### src/design/ebalu_pkg.sv
`timescale 1ns / 1ps
// shared types and constants for the eight-bit alu with flags
// no dependencies; used by ebalu_core and eight_bit_alu_with_flags
package ebalu_pkg;

  // operation codes
  typedef enum logic [4:0] {
    ACT_ADD  = 5'd0,
    ACT_ADC  = 5'd1,
    ACT_SUB  = 5'd2,
    ACT_SBC  = 5'd3,
    ACT_AND  = 5'd4,
    ACT_XOR  = 5'd5,
    ACT_OR   = 5'd6,
    ACT_CP   = 5'd7,
    ACT_INC  = 5'd8,
    ACT_DEC  = 5'd9,
    ACT_DAA  = 5'd10,
    ACT_CPL  = 5'd11,
    ACT_RLC  = 5'd12,
    ACT_RRC  = 5'd13,
    ACT_RL   = 5'd14,
    ACT_RR   = 5'd15,
    ACT_RLCA = 5'd16,
    ACT_RRCA = 5'd17,
    ACT_RLA  = 5'd18,
    ACT_RRA  = 5'd19,
    ACT_SLA  = 5'd20,
    ACT_SRA  = 5'd21,
    ACT_SRL  = 5'd22,
    ACT_SWAP = 5'd23,
    ACT_BIT  = 5'd24,
    ACT_SET  = 5'd25,
    ACT_RES  = 5'd26,
    ACT_CCF  = 5'd27,
    ACT_SCF  = 5'd28
  } action_e;

  // flag bit positions in the flag nibble
  localparam int unsigned FLAG_Z = 3;
  localparam int unsigned FLAG_N = 2;
  localparam int unsigned FLAG_H = 1;
  localparam int unsigned FLAG_C = 0;

  // daa correction constants
  localparam logic [7:0] DAA_HI_FIX  = 8'h60;
  localparam logic [7:0] DAA_LO_FIX  = 8'h06;
  localparam logic [7:0] DAA_BCD_MAX = 8'h99;
  localparam logic [3:0] DAA_NIB_MAX = 4'h9;
  localparam logic [7:0] DAA_SUB_CH  = 8'h9A;
  localparam logic [7:0] DAA_SUB_C   = 8'hA0;
  localparam logic [7:0] DAA_SUB_H   = 8'hFA;

  // request: one alu operation
  typedef struct packed {
    logic [4:0] action;
    logic [7:0] accumulator;
    logic [7:0] operand;
    logic [3:0] flags_in;
    logic [2:0] bit_index;
  } req_t;

  // response: result byte, new flags, write enable
  typedef struct packed {
    logic [7:0] result;
    logic [3:0] flags_out;
    logic       writes_result;
  } rsp_t;

endpackage

### src/design/ebalu_core.sv
`timescale 1ns / 1ps
// combinational datapath of the eight-bit alu: one request in, one response out
// depends on ebalu_pkg for the request/response types and operation codes
module ebalu_core (
  input  ebalu_pkg::req_t req_i,
  output ebalu_pkg::rsp_t rsp_o
);

  logic [7:0] a;
  logic [7:0] b;
  logic [3:0] fl;
  logic       cin;
  logic       cin_arith;
  logic [7:0] mask;
  logic [8:0] sum9;
  logic [4:0] sum_lo;
  logic [8:0] dif9;
  logic [4:0] dif_lo;
  logic [7:0] daa_r;
  logic       daa_c;
  logic [7:0] res;
  logic [3:0] flg;
  logic       wr;
  logic       zero;

  assign a    = req_i.accumulator;
  assign b    = req_i.operand;
  assign fl   = req_i.flags_in;
  assign cin  = fl[ebalu_pkg::FLAG_C];
  assign mask = 8'd1 << req_i.bit_index;

  // carry-in only for adc and sbc
  assign cin_arith = ((req_i.action == ebalu_pkg::ACT_ADC) ||
                      (req_i.action == ebalu_pkg::ACT_SBC)) ? cin : 1'b0;

  // shared adder and subtractor with half-carry nibble paths
  assign sum9   = {1'b0, a} + {1'b0, b} + {8'd0, cin_arith};
  assign sum_lo = {1'b0, a[3:0]} + {1'b0, b[3:0]} + {4'd0, cin_arith};
  assign dif9   = {1'b0, a} - {1'b0, b} - {8'd0, cin_arith};
  assign dif_lo = {1'b0, a[3:0]} - {1'b0, b[3:0]} - {4'd0, cin_arith};

  // decimal adjust
  always_comb begin
    daa_r = a;
    daa_c = cin;
    if (!fl[ebalu_pkg::FLAG_N]) begin
      if (cin || (a > ebalu_pkg::DAA_BCD_MAX)) begin
        daa_r = daa_r + ebalu_pkg::DAA_HI_FIX;
        daa_c = 1'b1;
      end
      if (fl[ebalu_pkg::FLAG_H] || (a[3:0] > ebalu_pkg::DAA_NIB_MAX)) begin
        daa_r = daa_r + ebalu_pkg::DAA_LO_FIX;
      end
    end else begin
      if (cin && fl[ebalu_pkg::FLAG_H]) begin
        daa_r = a + ebalu_pkg::DAA_SUB_CH;
      end else if (cin) begin
        daa_r = a + ebalu_pkg::DAA_SUB_C;
      end else if (fl[ebalu_pkg::FLAG_H]) begin
        daa_r = a + ebalu_pkg::DAA_SUB_H;
      end
    end
  end

  // operation select; z is filled in from the result where the op sets it
  always_comb begin
    res = 8'd0;
    flg = fl;
    wr  = 1'b1;
    case (req_i.action)
      ebalu_pkg::ACT_ADD, ebalu_pkg::ACT_ADC: begin
        res = sum9[7:0];
        flg = {1'b0, 1'b0, sum_lo[4], sum9[8]};
      end
      ebalu_pkg::ACT_SUB, ebalu_pkg::ACT_SBC: begin
        res = dif9[7:0];
        flg = {1'b0, 1'b1, dif_lo[4], dif9[8]};
      end
      ebalu_pkg::ACT_CP: begin
        res = a;
        flg = {(dif9[7:0] == 8'd0), 1'b1, dif_lo[4], dif9[8]};
        wr  = 1'b0;
      end
      ebalu_pkg::ACT_AND: begin
        res = a & b;
        flg = 4'b0010;
      end
      ebalu_pkg::ACT_XOR: begin
        res = a ^ b;
        flg = 4'b0000;
      end
      ebalu_pkg::ACT_OR: begin
        res = a | b;
        flg = 4'b0000;
      end
      ebalu_pkg::ACT_INC: begin
        res = b + 8'd1;
        flg = {1'b0, 1'b0, (b[3:0] == 4'hF), cin};
      end
      ebalu_pkg::ACT_DEC: begin
        res = b - 8'd1;
        flg = {1'b0, 1'b1, (b[3:0] == 4'h0), cin};
      end
      ebalu_pkg::ACT_DAA: begin
        res = daa_r;
        flg = {1'b0, fl[ebalu_pkg::FLAG_N], 1'b0, daa_c};
      end
      ebalu_pkg::ACT_CPL: begin
        res = ~a;
        flg = {fl[ebalu_pkg::FLAG_Z], 1'b1, 1'b1, cin};
      end
      ebalu_pkg::ACT_RLC: begin
        res = {b[6:0], b[7]};
        flg = {3'b000, b[7]};
      end
      ebalu_pkg::ACT_RRC: begin
        res = {b[0], b[7:1]};
        flg = {3'b000, b[0]};
      end
      ebalu_pkg::ACT_RL: begin
        res = {b[6:0], cin};
        flg = {3'b000, b[7]};
      end
      ebalu_pkg::ACT_RR: begin
        res = {cin, b[7:1]};
        flg = {3'b000, b[0]};
      end
      ebalu_pkg::ACT_RLCA: begin
        res = {a[6:0], a[7]};
        flg = {3'b000, a[7]};
      end
      ebalu_pkg::ACT_RRCA: begin
        res = {a[0], a[7:1]};
        flg = {3'b000, a[0]};
      end
      ebalu_pkg::ACT_RLA: begin
        res = {a[6:0], cin};
        flg = {3'b000, a[7]};
      end
      ebalu_pkg::ACT_RRA: begin
        res = {cin, a[7:1]};
        flg = {3'b000, a[0]};
      end
      ebalu_pkg::ACT_SLA: begin
        res = {b[6:0], 1'b0};
        flg = {3'b000, b[7]};
      end
      ebalu_pkg::ACT_SRA: begin
        res = {b[7], b[7:1]};
        flg = {3'b000, b[0]};
      end
      ebalu_pkg::ACT_SRL: begin
        res = {1'b0, b[7:1]};
        flg = {3'b000, b[0]};
      end
      ebalu_pkg::ACT_SWAP: begin
        res = {b[3:0], b[7:4]};
        flg = 4'b0000;
      end
      ebalu_pkg::ACT_BIT: begin
        res = b;
        flg = {((b & mask) == 8'd0), 1'b0, 1'b1, cin};
        wr  = 1'b0;
      end
      ebalu_pkg::ACT_SET: begin
        res = b | mask;
      end
      ebalu_pkg::ACT_RES: begin
        res = b & ~mask;
      end
      ebalu_pkg::ACT_CCF: begin
        res = a;
        flg = {fl[ebalu_pkg::FLAG_Z], 2'b00, ~cin};
        wr  = 1'b0;
      end
      ebalu_pkg::ACT_SCF: begin
        res = a;
        flg = {fl[ebalu_pkg::FLAG_Z], 2'b00, 1'b1};
        wr  = 1'b0;
      end
      default: begin
        res = 8'd0;
        flg = fl;
        wr  = 1'b0;
      end
    endcase
  end

  assign zero = (res == 8'd0);

  // ops whose z flag comes from the result byte
  always_comb begin
    rsp_o.result        = res;
    rsp_o.flags_out     = flg;
    rsp_o.writes_result = wr;
    case (req_i.action)
      ebalu_pkg::ACT_ADD, ebalu_pkg::ACT_ADC, ebalu_pkg::ACT_SUB, ebalu_pkg::ACT_SBC,
      ebalu_pkg::ACT_AND, ebalu_pkg::ACT_XOR, ebalu_pkg::ACT_OR, ebalu_pkg::ACT_INC,
      ebalu_pkg::ACT_DEC, ebalu_pkg::ACT_DAA, ebalu_pkg::ACT_RLC, ebalu_pkg::ACT_RRC,
      ebalu_pkg::ACT_RL, ebalu_pkg::ACT_RR, ebalu_pkg::ACT_SLA, ebalu_pkg::ACT_SRA,
      ebalu_pkg::ACT_SRL, ebalu_pkg::ACT_SWAP: begin
        rsp_o.flags_out[ebalu_pkg::FLAG_Z] = zero;
      end
      default: begin
        rsp_o.flags_out = flg;
      end
    endcase
  end

endmodule

### src/design/eight_bit_alu_with_flags.sv
`timescale 1ns / 1ps
// eight-bit alu with z/n/h/c flags: start reaches done_o through the request register,
// then the result register, around one combinational pass
// throughput one request per cycle; busy stays low and done_o is a one-cycle strobe
// the receiver cannot stall, so results are never held back
// reset (rst_ni low, asynchronous) clears the valid bits; payload registers are not reset
// depends on ebalu_pkg and ebalu_core
module eight_bit_alu_with_flags (
  input  logic            clk_i,
  input  logic            rst_ni,
  input  logic            start,
  output logic            busy,
  input  ebalu_pkg::req_t req_i,
  output logic            done_o,
  output ebalu_pkg::rsp_t rsp_o
);

  logic            valid_d, valid_q;
  ebalu_pkg::req_t req_d, req_q;
  logic            done_d, done_q;
  ebalu_pkg::rsp_t rsp_d, rsp_q;

  // never blocks: a request is taken every cycle
  assign busy = 1'b0;

  // request register
  assign valid_d = start && !busy;
  assign req_d   = req_i;

  always_ff @(posedge clk_i or negedge rst_ni) begin
    if (!rst_ni) begin
      valid_q <= 1'b0;
    end else begin
      valid_q <= valid_d;
    end
  end

  always_ff @(posedge clk_i) begin
    if (valid_d) begin
      req_q <= req_d;
    end
  end

  // single combinational pass
  ebalu_core u_core (
    .req_i (req_q),
    .rsp_o (rsp_d)
  );

  // result register
  assign done_d = valid_q;

  always_ff @(posedge clk_i or negedge rst_ni) begin
    if (!rst_ni) begin
      done_q <= 1'b0;
    end else begin
      done_q <= done_d;
    end
  end

  always_ff @(posedge clk_i) begin
    if (valid_q) begin
      rsp_q <= rsp_d;
    end
  end

  assign done_o = done_q;
  assign rsp_o  = rsp_q;

  // every request gives exactly one strobe, in the cycle after it is registered
  a_valid_done: assert property (@(posedge clk_i) disable iff (!rst_ni)
    valid_q |=> done_q) else $error("request lost in result stage");

  a_no_spurious: assert property (@(posedge clk_i) disable iff (!rst_ni)
    !valid_q |=> !done_q) else $error("strobe without request");

  // compare keeps the accumulator and does not write
  a_cp_nowrite: assert property (@(posedge clk_i) disable iff (!rst_ni)
    (valid_q && (req_q.action == ebalu_pkg::ACT_CP)) |=>
    ((rsp_q.result == $past(req_q.accumulator)) && !rsp_q.writes_result))
    else $error("cp altered result or write enable");

  // set keeps all flags
  a_set_flags: assert property (@(posedge clk_i) disable iff (!rst_ni)
    (valid_q && (req_q.action == ebalu_pkg::ACT_SET)) |=>
    (rsp_q.flags_out == $past(req_q.flags_in)))
    else $error("set changed flags");

endmodule
### config.mk
export PLATFORM = sky130hd
export DESIGN_NAME = eight_bit_alu_with_flags
export DESIGN_NICKNAME = d
export VERILOG_FILES = /design/src/design/ebalu_pkg.sv /design/src/design/ebalu_core.sv /design/src/design/eight_bit_alu_with_flags.sv
export SDC_FILE = /design/constraint.sdc
export NUM_CORES = 1
export LEC_CHECK = 0
export ABC_AREA = 1
export BUFFER_PORTS_ARGS = -buffer_cell sky130_fd_sc_hd__buf_2
export CAP_MARGIN = 30
export CORE_MARGIN = 4
export CORE_UTILIZATION = 50
export CTS_CLUSTER_DIAMETER = 60
export DETAILED_ROUTE_END_ITERATION = 12
export GPL_TIMING_DRIVEN = 0
export PLACE_DENSITY = 0.69
export SYNTH_ARGS = -nofsm -noshare
export SYNTH_HDL_FRONTEND = slang
export SYNTH_HIERARCHICAL = 1
export SYNTH_SLANG_ARGS = --single-unit
### constraint.sdc
create_clock -name clk_i -period 4.2 [get_ports clk_i]
set_clock_uncertainty 0.1 [all_clocks]
set_input_delay 0.63 -clock clk_i [delete_from_list [all_inputs] [get_ports clk_i]]
set_output_delay 0.63 -clock clk_i [all_outputs]
set_load 0.005 [all_outputs]
==> After elaboration in Yosys (flattened, before gate mapping) <==
Index checks and enable logic that the tools add are counted.
{ "op_classes": {"magnitude_cmp": 2, "shift": 1, "n_reduce_logical": 19, "eq_ne": 29, "addsub": 15, "muxes": 14, "bitwise": 9} }
{ "op_table": {"columns": ["cell", "count"], "rows": [
  ["$pmux W8 S25", 1],
  ["$eq A5 B5 Y1 const B", 13],
  ["$pmux W4 S16", 1],
  ["$mux W8", 7],
  ["$eq A5 B4 Y1 const B", 8],
  ["$reduce_or A25 Y1", 1],
  ["$add A8 B8 Y8 const B", 3],
  ["$and A8 B8 Y8", 3],
  ["$logic_not A8 Y1", 3],
  ["$eq A5 B3 Y1 const B", 4],
  ["$reduce_or A18 Y1", 1],
  ["$not A8 Y8", 2],
  ["$or A8 B8 Y8", 2],
  ["$eq A5 B2 Y1 const B", 2],
  ["$add A8 B8 Y9", 1],
  ["$add A9 B1 Y9", 1],
  ["$reduce_or A3 Y1", 3],
  ["$sub A8 B8 Y9", 1],
  ["$sub A9 B1 Y9", 1],
  ["$add A8 B1 Y8 const B", 1],
  ["$add A8 B3 Y8 const B", 1],
  ["$add A8 B7 Y8 const B", 1],
  ["$gt A8 B8 Y1 const B", 1],
  ["$reduce_or A2 Y1", 4],
  ["other kinds (17)", 23]
]} }
{ "word_totals": {"elab_cells": 99, "regBits": 43, "in_bits": 31, "output_inout_bits": 15} }

==> Longest topological paths before layout <==
{ "depth": {"depth_word": 10, "ltp_mapped": 21} }

==> By module <==
Netlist, hierarchy kept.
{ "modules_own_cells": {"columns": ["module", "cells_each", "n_inst", "seq_area_each_um2", "area_per_inst_um2"], "rows": [
  ["ebalu_core", 673, 1, 0.0, 3331.9],
  ["eight_bit_alu_with_flags", 45, 1, 1281.2, 1292.5]
]} }

==> Least setup slack after synthesis <==
OpenSTA, ideal clock, no wires.
{ "synth_timing": {"kind": "register to register", "from": "register req_q[7] (netlist name)", "to": "register rsp_q, in the netlist rsp_o[4] (data pin)", "t_arrival_ps": 2823, "stages_incl_launch_ff": 19, "n_path_buf": 1, "required_ps": 3970, "setup_ps": 130, "slack_ps": 1147, "path_cell_list": "edfxtp_1 clkbuf_1 inv_1 fa_1 fa_1 inv_1 nand2_1 nand2_1 nand2_1 or2_2 nand3_1 nand2_1 nor2_1 nand3_1 nor2_1 nand3_1 nor2_1 nand3_1 nand2_1"} }
{ "synth_lines": {"columns": ["element", "line", "source"], "rows": [
  ["start, declared", "eight_bit_alu_with_flags.sv:19", "ebalu_pkg::req_t req_d, req_q;"],
  ["start signal, assigned", "eight_bit_alu_with_flags.sv:40", "req_q <= req_d;"],
  ["end signal, assigned", "eight_bit_alu_with_flags.sv:63", "rsp_q <= rsp_d;"],
  ["end, declared", "eight_bit_alu_with_flags.sv:21", "ebalu_pkg::rsp_t rsp_d, rsp_q;"]
]} }

==> reports/results.txt <==
The count of buffers inserted at the top-level ports works out to 44. Setup violations remaining at the end of the flow were counted as 0. Startpoint of the tightest hold check path: req_i[11].

The run gives 10900 um^2 as the die area. The run finished with clean final reports. In this run the worst path has a maximum fanout of 9. The final cell count without fillers is 879, and the gate count of the mapped netlist is 718.

The number of flops mapped to enable cells by yosys was 41; the floorplan die height was 104 um. The HPWL after detailed placement is 13600 um. The worst hold path terminates at req_q[11]. For this run, the detailed router's first-pass iteration total came to 7.

The count of fill cells added during filler insertion came out at 875. The net count of the mapped netlist is 787, and the instance count after placement with tap cells included is 870. After synthesis, the cell types taking the most area are edfxtp_1 (27%), nand2_1 (18%), ha_1 (8.9%), nand3_1 (8.4%), inv_1 (7.7%). After clock tree synthesis, the clock-pin slew on the worst setup and hold paths is 110 ps.

The layout-stage area growth over the synthesis result came out at 9.90%. After synthesis, flip-flops and latches occupy 27.7% of the total area. In this run, synthesis produced a sequential element count of 43. The biggest area contributor in the post-synthesis netlist is edfxtp_1. The share of synthesized registers carrying an async set or reset was 4.65%; the post-synth design cell area was 4620 um^2. The number of sinks handled by clock tree synthesis is 43, and the number of endpoints with negative hold slack in the final report is 0.

Destination of the worst register-to-register timing path: rsp_o[4]. For the final routed database, the setup TNS stands at 0 ps. The number of pins with negative max-slew slack in the final report came out at 0. The initial core utilization is 52.3%. Setup repair after global routing left no endpoint under its margin.

Via-per-instance ratio: 6.12. The routed layout has 5383 vias. Wires add up to 17900 um.

The shortest clock period the worst path allows after layout was 3950 ps. In the synthesized netlist the dominant register cell turns out to be edfxtp_1. The worst setup path is captured at a flip-flop. The post-route netlist has 9.86% of its cells at a drive strength greater than 1. TritonCTS built the clock tree.

The die is 104 um wide. The count of cell types in the netlist was 37; the count of inserted antenna diode cells was 0. Total overflow reported by the global router: 0. In this run the power density over the cells is 297 nW/um^2. Initial antenna violation count: 0. The worst pin sits at a relative slew slack of 44.4%.

The via count of the first global-routing pass was 4947; the worst path required time was 4270 ps. At the end of routability-driven placement, the weighted congestion stood at 1.04. The pin count of the biggest net entering global routing was 30. The placeable core region came out at 8850 um^2. The number of max-cap violations was 0. Reg-to-reg critical path startpoint: req_q[20]. In the routed design, unresolved DRC markers number 0. The maximum count of clock buffers along a single path was 2; the clock insertion delay at the later pin of the skew report was 320 ps. In this run the post-CTS setup repair buffer count came out at 0. Top-area cell type share of the netlist area: 26.6%. Once detail routing completed, the nets flagged for antenna violations numbered 0.

Global routing used 32.5% of the available tracks across all layers. The tools report the number of gates resized after cts as 0. For this design the static power due to leakage is 2.60 nW. For this run, the top clock speed supported by timing is 253 MHz.

The wire length of the first global-routing pass came out at 27400 um. The logic depth of the worst register-to-register path is 15, and the mean post-synth cell area is 6.44 um^2. The final layout contains 839 nets. During synthesis, Yosys emitted a total of 6 warnings. The critical path launch point type is a flip-flop. The floorplan has 34 rows. After detailed routing, the average wire length per cell comes to 20.3 um.

The path category of the worst min-delay check was input port to flip-flop. By startpoint and endpoint, the worst setup path is classified as flip-flop to flip-flop. The H-tree was split into 2 levels. In this run, the number of DRC markers left after iteration 0 of detailed routing was 649. The root buffer selected by CTS was clkbuf_8. Across all register-to-register paths, the minimum setup slack is 250 ps. STA puts the critical path data arrival time at 4020 ps. For the pin with the worst max-slew slack, the measured transition is 827 ps.

The worst-case IR drop observed on VDD is 163 uV. The worst hold path cell count came out at 1. Dividing the final minimum period by the clock period gives 94.1%.

The logs give 46 for the top-level I/O count and 5 for the number of buffers added by the clock tree synthesis step.
## power breakdown
part / switching, mW / internal [mW] / total (mW)
Combinational: 0.432 / 0.206 / 0.638
Clock: 0.169 / 0.119 / 0.289
Sequential: 0.0527 / 0.530 / 0.582
## area by class of cell
type,instances,area [um^2],area share [%]
Multi-Input combinational cell,559,2900,57.0
Sequential cell,43,1280,25.2
Inverter,100,375,7.39
Timing Repair Buffer,45,230,4.53
Tap cell,108,135,2.66
Buffer,16,72.6,1.43
Clock buffer,5,68.8,1.35
Clock inverter,3,23.8,0.468
## routing by layer
metal,up-vias,track usage (%),share of wire [%]
li1,2471,-,-
met1,2406,43.8,39
met2,425,49.2,42
met3,81,5.90,13
met4,0,17.9,6.4
met5,-,0,0
## worst max-delay path: stages, from the launching register on
cell and delay, ps:
edfxtp_1 480, clkbuf_1 450, inv_1 320, ha_1 420
inv_1 110, ha_1 400, a21oi_1 190, nand3_1 130
or2_2 300, nand2_1 90, nor2_1 50, inv_1 90
nand4_1 180, a21oi_1 300, nand3_1 120, nand2_1 70
## cells in the final DEF (no fill, tap or decap), drive strengths merged, types with 2 or more instances in the layout
cell and count:
ha 33, nand2 227, nand3 79, a21oi 28, buf 50, xnor2 3
o22ai 4, xor2 7, edfxtp 41, clkbuf 15, nand4 22, nand3b 2
o2111ai 3, a31oi 2, inv 100, nor2 79, nor4 3, fa 5
clkinvlp 2, o21ai 33, o211ai 7, or2 6, dfrtp 2, nor3 10
## stage by stage
stage               worst slack (ps)  util [%]  instance area [um^2]  power [mW]  hold WS (ps)
floorplan                       1150         -                  4620       0.977           234
global placement                 528      56.3                  4980        1.18           315
detailed placement               493      56.3                  4980        1.20           318
global route                     139      57.4                  5080        1.60           363
finish                           249      57.4                  5080        1.51           373
CTS                              438      57.4                  5080        1.48           371
## repair_timing
action                                 in CTS  in global routing
endpoints found under the hold margin       2                  0
setup endpoints to repair                   0                  0
hold buffers                                1                  0
## synth_stat cells (5+ instances only)
master and n:
a21oi_1 28, clkbuf_1 10, edfxtp_1 41, fa_1 5, ha_1 33, inv_1 95, nand2_1 225, nand3_1 78
nand4_1 21, nor2_1 75, nor3_1 10, o211ai_1 7, o21ai_0 32, or2_2 6, xor2_1 7
## sequential cells by signal, indices dropped and copies added (netlist names)
register  flops
done_d        1
done_o        1
req_q        28
rsp_o        13
## worst max-delay path by stage
stage	from	endpoint	slack, ps	cells past startpoint
after floorplan	req_q[7]	rsp_o[4]	1150	18
after CTS	req_q[7]	rsp_o[4]	440	18
after detailed placement	req_q[20]	rsp_o[4]	490	15
final	req_q[20]	rsp_o[4]	250	15
after global routing	req_q[19]	rsp_o[4]	140	17
after global placement	req_q[20]	rsp_o[11]	530	16
## kinds of logic (layout without fill, tap and decap cells)
kind of cell / Yosys count / in the layout / synth area share, %
and+or+nand+nor: 429 / 429 / 39.7
adders and majority gates: 38 / 38 / 11.1
buffers and inverters: 116 / 169 / 9.69
DFF: 43 / 43 / 27.7
AOI/OAI and AO/OA: 81 / 81 / 9.82
xor gates and xnor gates: 10 / 10 / 1.89
other: 1 / 1 / 0.0811
Power figures use the tool's default switching activity.
